File: src/sv/cddn_pkg.sv
// shared types, constants and calendar helpers for the date / day number converter
package cddn_pkg;

  localparam logic [1:0]  OpNorm      = 2'd0;
  localparam logic [1:0]  OpToDate    = 2'd1;
  localparam logic [1:0]  OpAdd       = 2'd2;

  localparam logic [11:0] FirstYear   = 12'd1900;
  localparam logic [15:0] FirstYearIn = 16'd1900;
  localparam logic [15:0] LastYearIn  = 16'd2099;
  localparam logic [7:0]  LastOff     = 8'd199;
  localparam logic [7:0]  FallbackOff = 8'd100;
  localparam logic [16:0] MaxNumber   = 17'd73049;
  localparam logic [8:0]  YearShort   = 9'd365;
  localparam logic [8:0]  YearLong    = 9'd366;
  localparam logic [3:0]  LastMonth   = 4'd12;

  typedef struct packed {
    logic load_in;
    logic calc_base;
    logic calc_num;
    logic year_step;
    logic month_step;
    logic load_out;
  } cddn_cmd_t;

  typedef struct packed {
    logic year_more;
    logic month_more;
  } cddn_stat_t;

  // year given as offset from 1900; 1900 itself is not leap, 2000 is
  function automatic logic is_leap(input logic [7:0] k);
    return (k[1:0] == 2'd0) && (k != 8'd0);
  endfunction

  function automatic logic [4:0] month_len(input logic [7:0] k, input logic [3:0] m);
    logic [4:0] len;
    case (m) inside
      4'd2:                     len = is_leap(k) ? 5'd29 : 5'd28;
      4'd4, 4'd6, 4'd9, 4'd11:  len = 5'd30;
      default:                  len = 5'd31;
    endcase
    return len;
  endfunction

  // days before the first of month m in a common year
  function automatic logic [8:0] cum_days(input logic [3:0] m);
    logic [8:0] c;
    case (m)
      4'd2:    c = 9'd31;
      4'd3:    c = 9'd59;
      4'd4:    c = 9'd90;
      4'd5:    c = 9'd120;
      4'd6:    c = 9'd151;
      4'd7:    c = 9'd181;
      4'd8:    c = 9'd212;
      4'd9:    c = 9'd243;
      4'd10:   c = 9'd273;
      4'd11:   c = 9'd304;
      4'd12:   c = 9'd334;
      default: c = 9'd0;
    endcase
    return c;
  endfunction

endpackage

File: src/sv/cddn_ctrl.sv
// sequencer for the date / day number converter
module cddn_ctrl
  import cddn_pkg::*;
(
  input  logic      clk,
  input  logic      rst,
  input  logic      s_tvalid,
  output logic      s_tready,
  output logic      m_tvalid,
  input  logic      m_tready,
  input  cddn_stat_t stat,
  output cddn_cmd_t cmd
);

  localparam logic [2:0] StIdle   = 3'd0;
  localparam logic [2:0] StNorm   = 3'd1;
  localparam logic [2:0] StClamp  = 3'd2;
  localparam logic [2:0] StYears  = 3'd3;
  localparam logic [2:0] StMonths = 3'd4;
  localparam logic [2:0] StFinish = 3'd5;

  logic [2:0] state, state_next;
  logic       out_valid, out_valid_next;

  assign s_tready = (state == StIdle);
  assign m_tvalid = out_valid;

  always_comb begin
    state_next = state;
    cmd        = '0;
    unique case (state)
      StIdle: begin
        if (s_tvalid) begin
          cmd.load_in = 1'b1;
          state_next  = StNorm;
        end
      end
      StNorm: begin
        cmd.calc_base = 1'b1;
        state_next    = StClamp;
      end
      StClamp: begin
        cmd.calc_num = 1'b1;
        state_next   = StYears;
      end
      StYears: begin
        if (stat.year_more) cmd.year_step = 1'b1;
        else state_next = StMonths;
      end
      StMonths: begin
        if (stat.month_more) cmd.month_step = 1'b1;
        else state_next = StFinish;
      end
      StFinish: begin
        if (!out_valid || m_tready) begin
          cmd.load_out = 1'b1;
          state_next   = StIdle;
        end
      end
      default: state_next = StIdle;
    endcase
  end

  always_comb begin
    out_valid_next = out_valid;
    if (cmd.load_out) out_valid_next = 1'b1;
    else if (m_tready) out_valid_next = 1'b0;
  end

  always_ff @(posedge clk) begin
    if (rst) begin
      state     <= StIdle;
      out_valid <= 1'b0;
    end else begin
      state     <= state_next;
      out_valid <= out_valid_next;
    end
  end

`ifndef SYNTHESIS
  a_load_sets_valid: assert property (@(posedge clk) disable iff (rst)
    cmd.load_out |=> m_tvalid)
    else $error("result loaded but not offered");
  a_no_overwrite: assert property (@(posedge clk) disable iff (rst)
    !(cmd.load_out && m_tvalid && !m_tready))
    else $error("pending result overwritten");
  a_accept_starts: assert property (@(posedge clk) disable iff (rst)
    (s_tvalid && s_tready) |=> cmd.calc_base)
    else $error("accepted request not processed");
`endif

endmodule

File: src/sv/cddn_dpath.sv
// datapath: request capture, normalization, clamping, year and month walk, result register
module cddn_dpath
  import cddn_pkg::*;
(
  input  logic        clk,
  input  logic        rst,
  input  logic [71:0] s_tdata,
  input  logic [1:0]  s_tuser,
  input  cddn_cmd_t   cmd,
  output cddn_stat_t  stat,
  output logic [39:0] m_tdata
);

  logic [1:0]  op;
  logic [15:0] year_in;
  logic [7:0]  month_in;
  logic [7:0]  day_in;
  logic [17:0] num_in;
  logic [17:0] delta;

  logic [16:0] base;
  logic [16:0] num;
  logic [16:0] rest;
  logic [7:0]  yy;
  logic [3:0]  mm;

  logic [11:0] out_year;
  logic [3:0]  out_month;
  logic [4:0]  out_day;
  logic [16:0] out_num;

  // normalization
  logic        year_ok, month_ok, day_ok;
  logic [7:0]  k;
  logic [3:0]  m_n;
  logic [4:0]  dim, d_n;
  logic [16:0] year_days, leaps_before, feb_extra, base_calc;

  assign year_ok  = (year_in >= FirstYearIn) && (year_in <= LastYearIn);
  assign k        = year_ok ? 8'(year_in - FirstYearIn) : FallbackOff;
  assign month_ok = (month_in >= 8'd1) && (month_in <= 8'd12);
  assign m_n      = month_ok ? month_in[3:0] : 4'd1;
  assign dim      = month_len(k, m_n);
  assign day_ok   = (day_in != 8'd0) && (day_in <= {3'b000, dim});
  assign d_n      = day_ok ? day_in[4:0] : 5'd1;

  assign year_days    = 17'(k) * 17'(YearShort);
  assign leaps_before = (k == 8'd0) ? 17'd0 : 17'((k - 8'd1) >> 2);
  assign feb_extra    = ((m_n > 4'd2) && is_leap(k)) ? 17'd1 : 17'd0;
  assign base_calc    = 17'(d_n) + 17'(cum_days(m_n)) + feb_extra + year_days + leaps_before;

  // op select and clamp
  logic signed [18:0] sum;
  logic [16:0]        clamped;

  always_comb begin
    case (op)
      OpToDate: sum = $signed({num_in[17], num_in});
      OpAdd:    sum = $signed({2'b00, base}) + $signed({delta[17], delta});
      default:  sum = $signed({2'b00, base});
    endcase
    if (sum < $signed(19'sd1)) clamped = 17'd1;
    else if (sum > $signed({2'b00, MaxNumber})) clamped = MaxNumber;
    else clamped = sum[16:0];
  end

  // one year or one month per step
  logic [8:0] year_len;
  logic [4:0] mon_len;

  assign year_len        = is_leap(yy) ? YearLong : YearShort;
  assign mon_len         = month_len(yy, mm);
  assign stat.year_more  = (yy < LastOff) && (rest >= 17'(year_len));
  assign stat.month_more = (mm < LastMonth) && (rest >= 17'(mon_len));

  always_ff @(posedge clk) begin
    if (cmd.load_in) begin
      op       <= s_tuser;
      year_in  <= s_tdata[15:0];
      month_in <= s_tdata[23:16];
      day_in   <= s_tdata[31:24];
      num_in   <= s_tdata[49:32];
      delta    <= s_tdata[67:50];
    end
    if (cmd.calc_base) base <= base_calc;
    if (cmd.calc_num) begin
      num  <= clamped;
      rest <= clamped - 17'd1;
      yy   <= 8'd0;
      mm   <= 4'd1;
    end
    if (cmd.year_step) begin
      rest <= rest - 17'(year_len);
      yy   <= yy + 8'd1;
    end
    if (cmd.month_step) begin
      rest <= rest - 17'(mon_len);
      mm   <= mm + 4'd1;
    end
    if (cmd.load_out) begin
      out_year  <= FirstYear + 12'(yy);
      out_month <= mm;
      out_day   <= rest[4:0] + 5'd1;
      out_num   <= num;
    end
  end

  assign m_tdata = {2'b00, out_num, out_day, out_month, out_year};

`ifndef SYNTHESIS
  a_year_bound: assert property (@(posedge clk) disable iff (rst)
    cmd.year_step |=> (yy <= LastOff))
    else $error("year walk past last year");
  a_month_bound: assert property (@(posedge clk) disable iff (rst)
    cmd.month_step |=> (mm >= 4'd1 && mm <= LastMonth))
    else $error("month walk out of range");
  a_month_rest: assert property (@(posedge clk) disable iff (rst)
    cmd.month_step |-> (rest < 17'(YearLong)))
    else $error("month walk with more than a year left");
`endif

endmodule

File: src/sv/calendar_date_day_number_unit.sv
// top level of the gregorian date / day number converter
//
//  channel  | direction | payload
//  ---------+-----------+------------------------------------------------------
//  s_*      | in        | request: tuser op, tdata year, month, day, number, delta
//  m_*      | out       | result: tdata year, month, day, day number
//
// a request is captured, normalized and clamped, then walks one whole year per step
// (0..199 years) and then one whole month per step (0..11 months) on the shared
// rest register before its result is loaded into the result register and offered
// one request is in work at a time; s_tready is high only while the sequencer idles
// the result register lets the next request start while a result waits on m_tready
// rst is synchronous and active high; it clears the sequencer and the result valid
module calendar_date_day_number_unit
  import cddn_pkg::*;
(
  input  logic        clk,
  input  logic        rst,
  input  logic        s_tvalid,
  output logic        s_tready,
  // year[15:0], month[23:16], day[31:24], day_number_in[49:32], delta[67:50], zero pad
  input  logic [71:0] s_tdata,
  // op[1:0]: 0 normalize, 1 number to date, 2 date plus delta, 3 as 0
  input  logic [1:0]  s_tuser,
  output logic        m_tvalid,
  input  logic        m_tready,
  // year_out[11:0], month_out[15:12], day_out[20:16], day_number_out[37:21], zero pad
  output logic [39:0] m_tdata
);

  cddn_cmd_t  cmd;
  cddn_stat_t stat;

  // sequencer: handshakes and step commands
  cddn_ctrl u_ctrl (
    .clk      (clk),
    .rst      (rst),
    .s_tvalid (s_tvalid),
    .s_tready (s_tready),
    .m_tvalid (m_tvalid),
    .m_tready (m_tready),
    .stat     (stat),
    .cmd      (cmd)
  );

  // datapath: normalize, clamp, walk years then months
  cddn_dpath u_dpath (
    .clk     (clk),
    .rst     (rst),
    .s_tdata (s_tdata),
    .s_tuser (s_tuser),
    .cmd     (cmd),
    .stat    (stat),
    .m_tdata (m_tdata)
  );

endmodule
File: config.mk
export PLATFORM = sky130hd
export DESIGN_NAME = calendar_date_day_number_unit
export DESIGN_NICKNAME = d
export VERILOG_FILES = /design/src/sv/cddn_pkg.sv /design/src/sv/cddn_ctrl.sv /design/src/sv/cddn_dpath.sv /design/src/sv/calendar_date_day_number_unit.sv
export SDC_FILE = /design/constraint.sdc
export NUM_CORES = 1
export LEC_CHECK = 0
export BUFFER_PORTS_ARGS = -buffer_cell sky130_fd_sc_hd__buf_2
export CORE_MARGIN = 10
export CORE_UTILIZATION = 40
export DETAILED_ROUTE_END_ITERATION = 10
export GPL_TIMING_DRIVEN = 0
export MAX_ROUTING_LAYER = met4
export PLACE_DENSITY = 0.63
export SYNTH_ARGS = -nofsm -noshare
export SYNTH_HDL_FRONTEND = slang
export SYNTH_SLANG_ARGS = --single-unit
export TNS_END_PERCENT = 50
File: constraint.sdc
create_clock -name clk -period 10.85 [get_ports clk]
set_input_delay 2.17 -clock clk [delete_from_list [all_inputs] [get_ports clk]]
set_output_delay 2.17 -clock clk [all_outputs]
set_load 0.05 [all_outputs]
==> metrics.yaml <==
synth:
  ys_types: 85
  synthAdderAreaFrac_pct: 18.71
  synth_area_per_cell_um2: 10.35
  ys_async_sr_fraction_pct: 0
  synth_mux_area_share_pct: 0.5675
  yosys.area_share.simple_pct: 13.76
  yosys.area.top_type: "edfxtp_1"
  synth_top_family_by_area: "adder cells"
  netlist_area_mm2: 0.01235
  synth_edf_count: 171
  synth_xor_area_share_pct: 3.405
  ys_seq_area_share_pct: 42.24
  synth_warnings: 0
  synth_area_leaders: "edfxtp_1, ha_1, fa_1"
  yosysTopAreaCellShare_pct: 41.59
  syn_inst: 1193
  synth_compound_area_share_pct: 15.78
  yosys_most_used_dff: "edfxtp_1"
  synth-seq-cells: 175
power:
  powerDensity_mw_per_mm2: 159.3
  ir_worst_vdd_v: 0.0001018
  p_leak_nw: 5.946
layout:
  final_common_cell: "edfxtp_1"
  final_cell_mix: "edfxtp_1, inv_1, buf_2, ha_1, a21oi_1"
  drive_gt1_share_pct: 14.02
  nets: 1564
  area_growth_pct: 14.23
  layoutNonFillerInstCount: 1737
  fin_util_pct: 46.23
  diodes: 0
  finalInstanceArea_mm2: 0.01410
cts:
  clkTransAtPathRegs_ns: 0.08
  cts_sinks: 175
  clk_latency_ns: 0.45
  cts_tree: "done"
  cts_buffers: 17
  post_cts_buffers: 0
  root_buffer: "clkbuf_16"
  cts-htree-levels: 4
  ctsLongestPathBuffers: 2
global_route:
  use_met2_pct: 26.80
  globalRouteMet3Util_pct: 2.626
  grt_pass1_wl_um: 47560
  grt_util_met1_pct: 18.40
  grt_max_degree: 71
  grt_remaining_overflow: 0
  grt_pass1_vias: 9233
  groute.usage.overall_pct: 15.64
  antenna_found_initial: 0
  top_usage_layer: "met2"
timing:
  worst_hold_slack_ns: 0.4090
  fin_crit_sh_pct: 91.49
  max_freq_mhz: 100.7
  min_period_ns: 9.927
  tightest_slew_ns: 0.9043
  rsz0062_at_grt: "false"
  maxSlewViolCount: 0
  skew_ns: 0.01826
  hold_viol: 0
  setup_tns_ns: 0
  setup_violations: 0
  slew-limit-headroom_pct: 38.92
flow_run:
  maxCapViolCount: 0
routing:
  wirelength_um: 29010
  drtIter0Drc: 552
  drc_errors: 0
  vias: 9171
  drtAntennaViolNets: 0
  wl_per_cell_um: 16.70
  avgViaCountPerCell: 5.280
  drt-pass1-iter-count: 5
die:
  core.rowCount: 64
  chipWidth_um: 195.7
  start_util_pct: 40.47
  coreArea_mm2: 0.03051
  pin_count: 120
  die-area_mm2: 0.03829
  die_h_um: 195.7
placement:
  dpl.cell_count: 1706
  gp_congestion: 0.9092
  port_buffers: 113
  hpwl_um: 23000
  dpl_cell_area_mm2: 0.01349
critical_path:
  path_common_cell: "inv_1"
  critical_path.top_delay_family: "adder cells"
  cp_slowest_stage_delay_ns: 0.67
  critical_path_class: "flop to flop"
  start_kind: "flop"
  path_buf_inv: 7
  end_kind: "flop"
  crit_path_max_fanout: 8
  critPathSlowestCell: "or4b_2"
  cp.required_ns: 11.03
  crit_arrival_ns: 10.11
run_status:
  status: "completed"
min_path:
  min_path_type: "flop to flop"
[cell usage after synthesis, drive strengths merged, types with 11 or more instances]
master  instances
edfxtp        171
fa             46
and3           12
a31oi          13
inv           130
nand2          89
and2           14
o21a           12
nor2b          11
xnor2          34
nor3           26
or3            11
buf            14
xor2           14
a21oi          94
o21ai          60
a21o           13
nor2           82
nand3          20
ha            111
nand2b         15
clkbuf         29
nand4          12
[cell type report]
type / instances / area, um2
multi-input cells: 846 / 6476
repair buffers: 116 / 631.9
clock buffers: 17 / 425.4
well taps: 396 / 495.5
inverters: 130 / 488.0
plain buffers: 43 / 192.7
flip-flops and latches: 175 / 5215
clock inverters: 14 / 178.9
fillers: 2843 / 16410
[state kept, by name (all words and copies together) (netlist names)]
name / cells
u_dpath.delta: 18
u_dpath.num_in: 18
u_dpath.base: 17
u_dpath.num: 17
u_dpath.out_num: 17
u_dpath.rest: 17
u_dpath.year_in: 16
u_dpath.out_year: 12
u_dpath.day_in: 8
u_dpath.month_in: 8
u_dpath.yy: 8
u_dpath.out_day: 5
u_dpath.mm: 4
u_dpath.out_month: 4
u_ctrl.state: 3
u_dpath.op: 2
u_ctrl.m_tvalid: 1
[metrics by stage]
step           setup WS (ns)  power [W]
2_1_floorplan          1.570   0.001416
3_5_place_dp          0.4885   0.001612
3_3_place_gp          0.6299   0.001599
4_1_cts               0.4580   0.002264
5_1_grt              0.03146   0.002387
6_report              0.9235   0.002246
[kinds of logic (layout without fill, tap and decap cells)]
group           Yosys count  count (layout)
simple gates            337             337
compound gates          295             295
flops                   175             175
buf+inv                 173             320
fa+ha+maj               157             157
xor+xnor                 48              48
mux                       7               7
other cells               1               2
[repair_timing]
action | in CTS | in global routing
setup endpoints to repair | 0 | 3
hold buffers | 0 | 0
hold endpoints to repair | 0 | 0
gates resized for setup | 0 | 4
[worst paths after layout]
check | cells after the start | slack, ns | start | to
setup / recovery | 43 | 0.92 | u_dpath.year_in[8] | u_dpath.base[16]
hold / removal | 0 | 0.41 | u_dpath.num[2] | u_dpath.out_num[2]
setup reg to reg | 43 | 0.92 | u_dpath.year_in[8] | u_dpath.base[16]
hold reg to reg | 0 | 0.41 | u_dpath.num[2] | u_dpath.out_num[2]
[worst register-to-register path, delay by kind of cell, from the launching register on]
kind	cells	cell delay (ns)
AND/OR/NAND/NOR	12	2.30
buffers and inverters	7	0.38
adder cells (fa/ha/maj)	10	3.83
XOR/XNOR	2	0.31
flip-flops	1	0.37
AO/OA/AOI/OAI	12	2.48
[routing by layer]
metal / up-vias / wire, um / share of wire (%)
li1: 4585 / - / -
met1: 4362 / 12620 / 43
met2: 187 / 14760 / 51
met3: 37 / 1113 / 3.8
met4: 0 / 518 / 1.8
met5: - / 0 / 0
[report_power, final]
part           leakage [nW]  internal [W]  switching (W)
registers              1.61      0.000862      0.0000475
logic                  4.05      0.000254       0.000437
clock network         0.288      0.000365       0.000281
(Power assumes the default switching activity.)
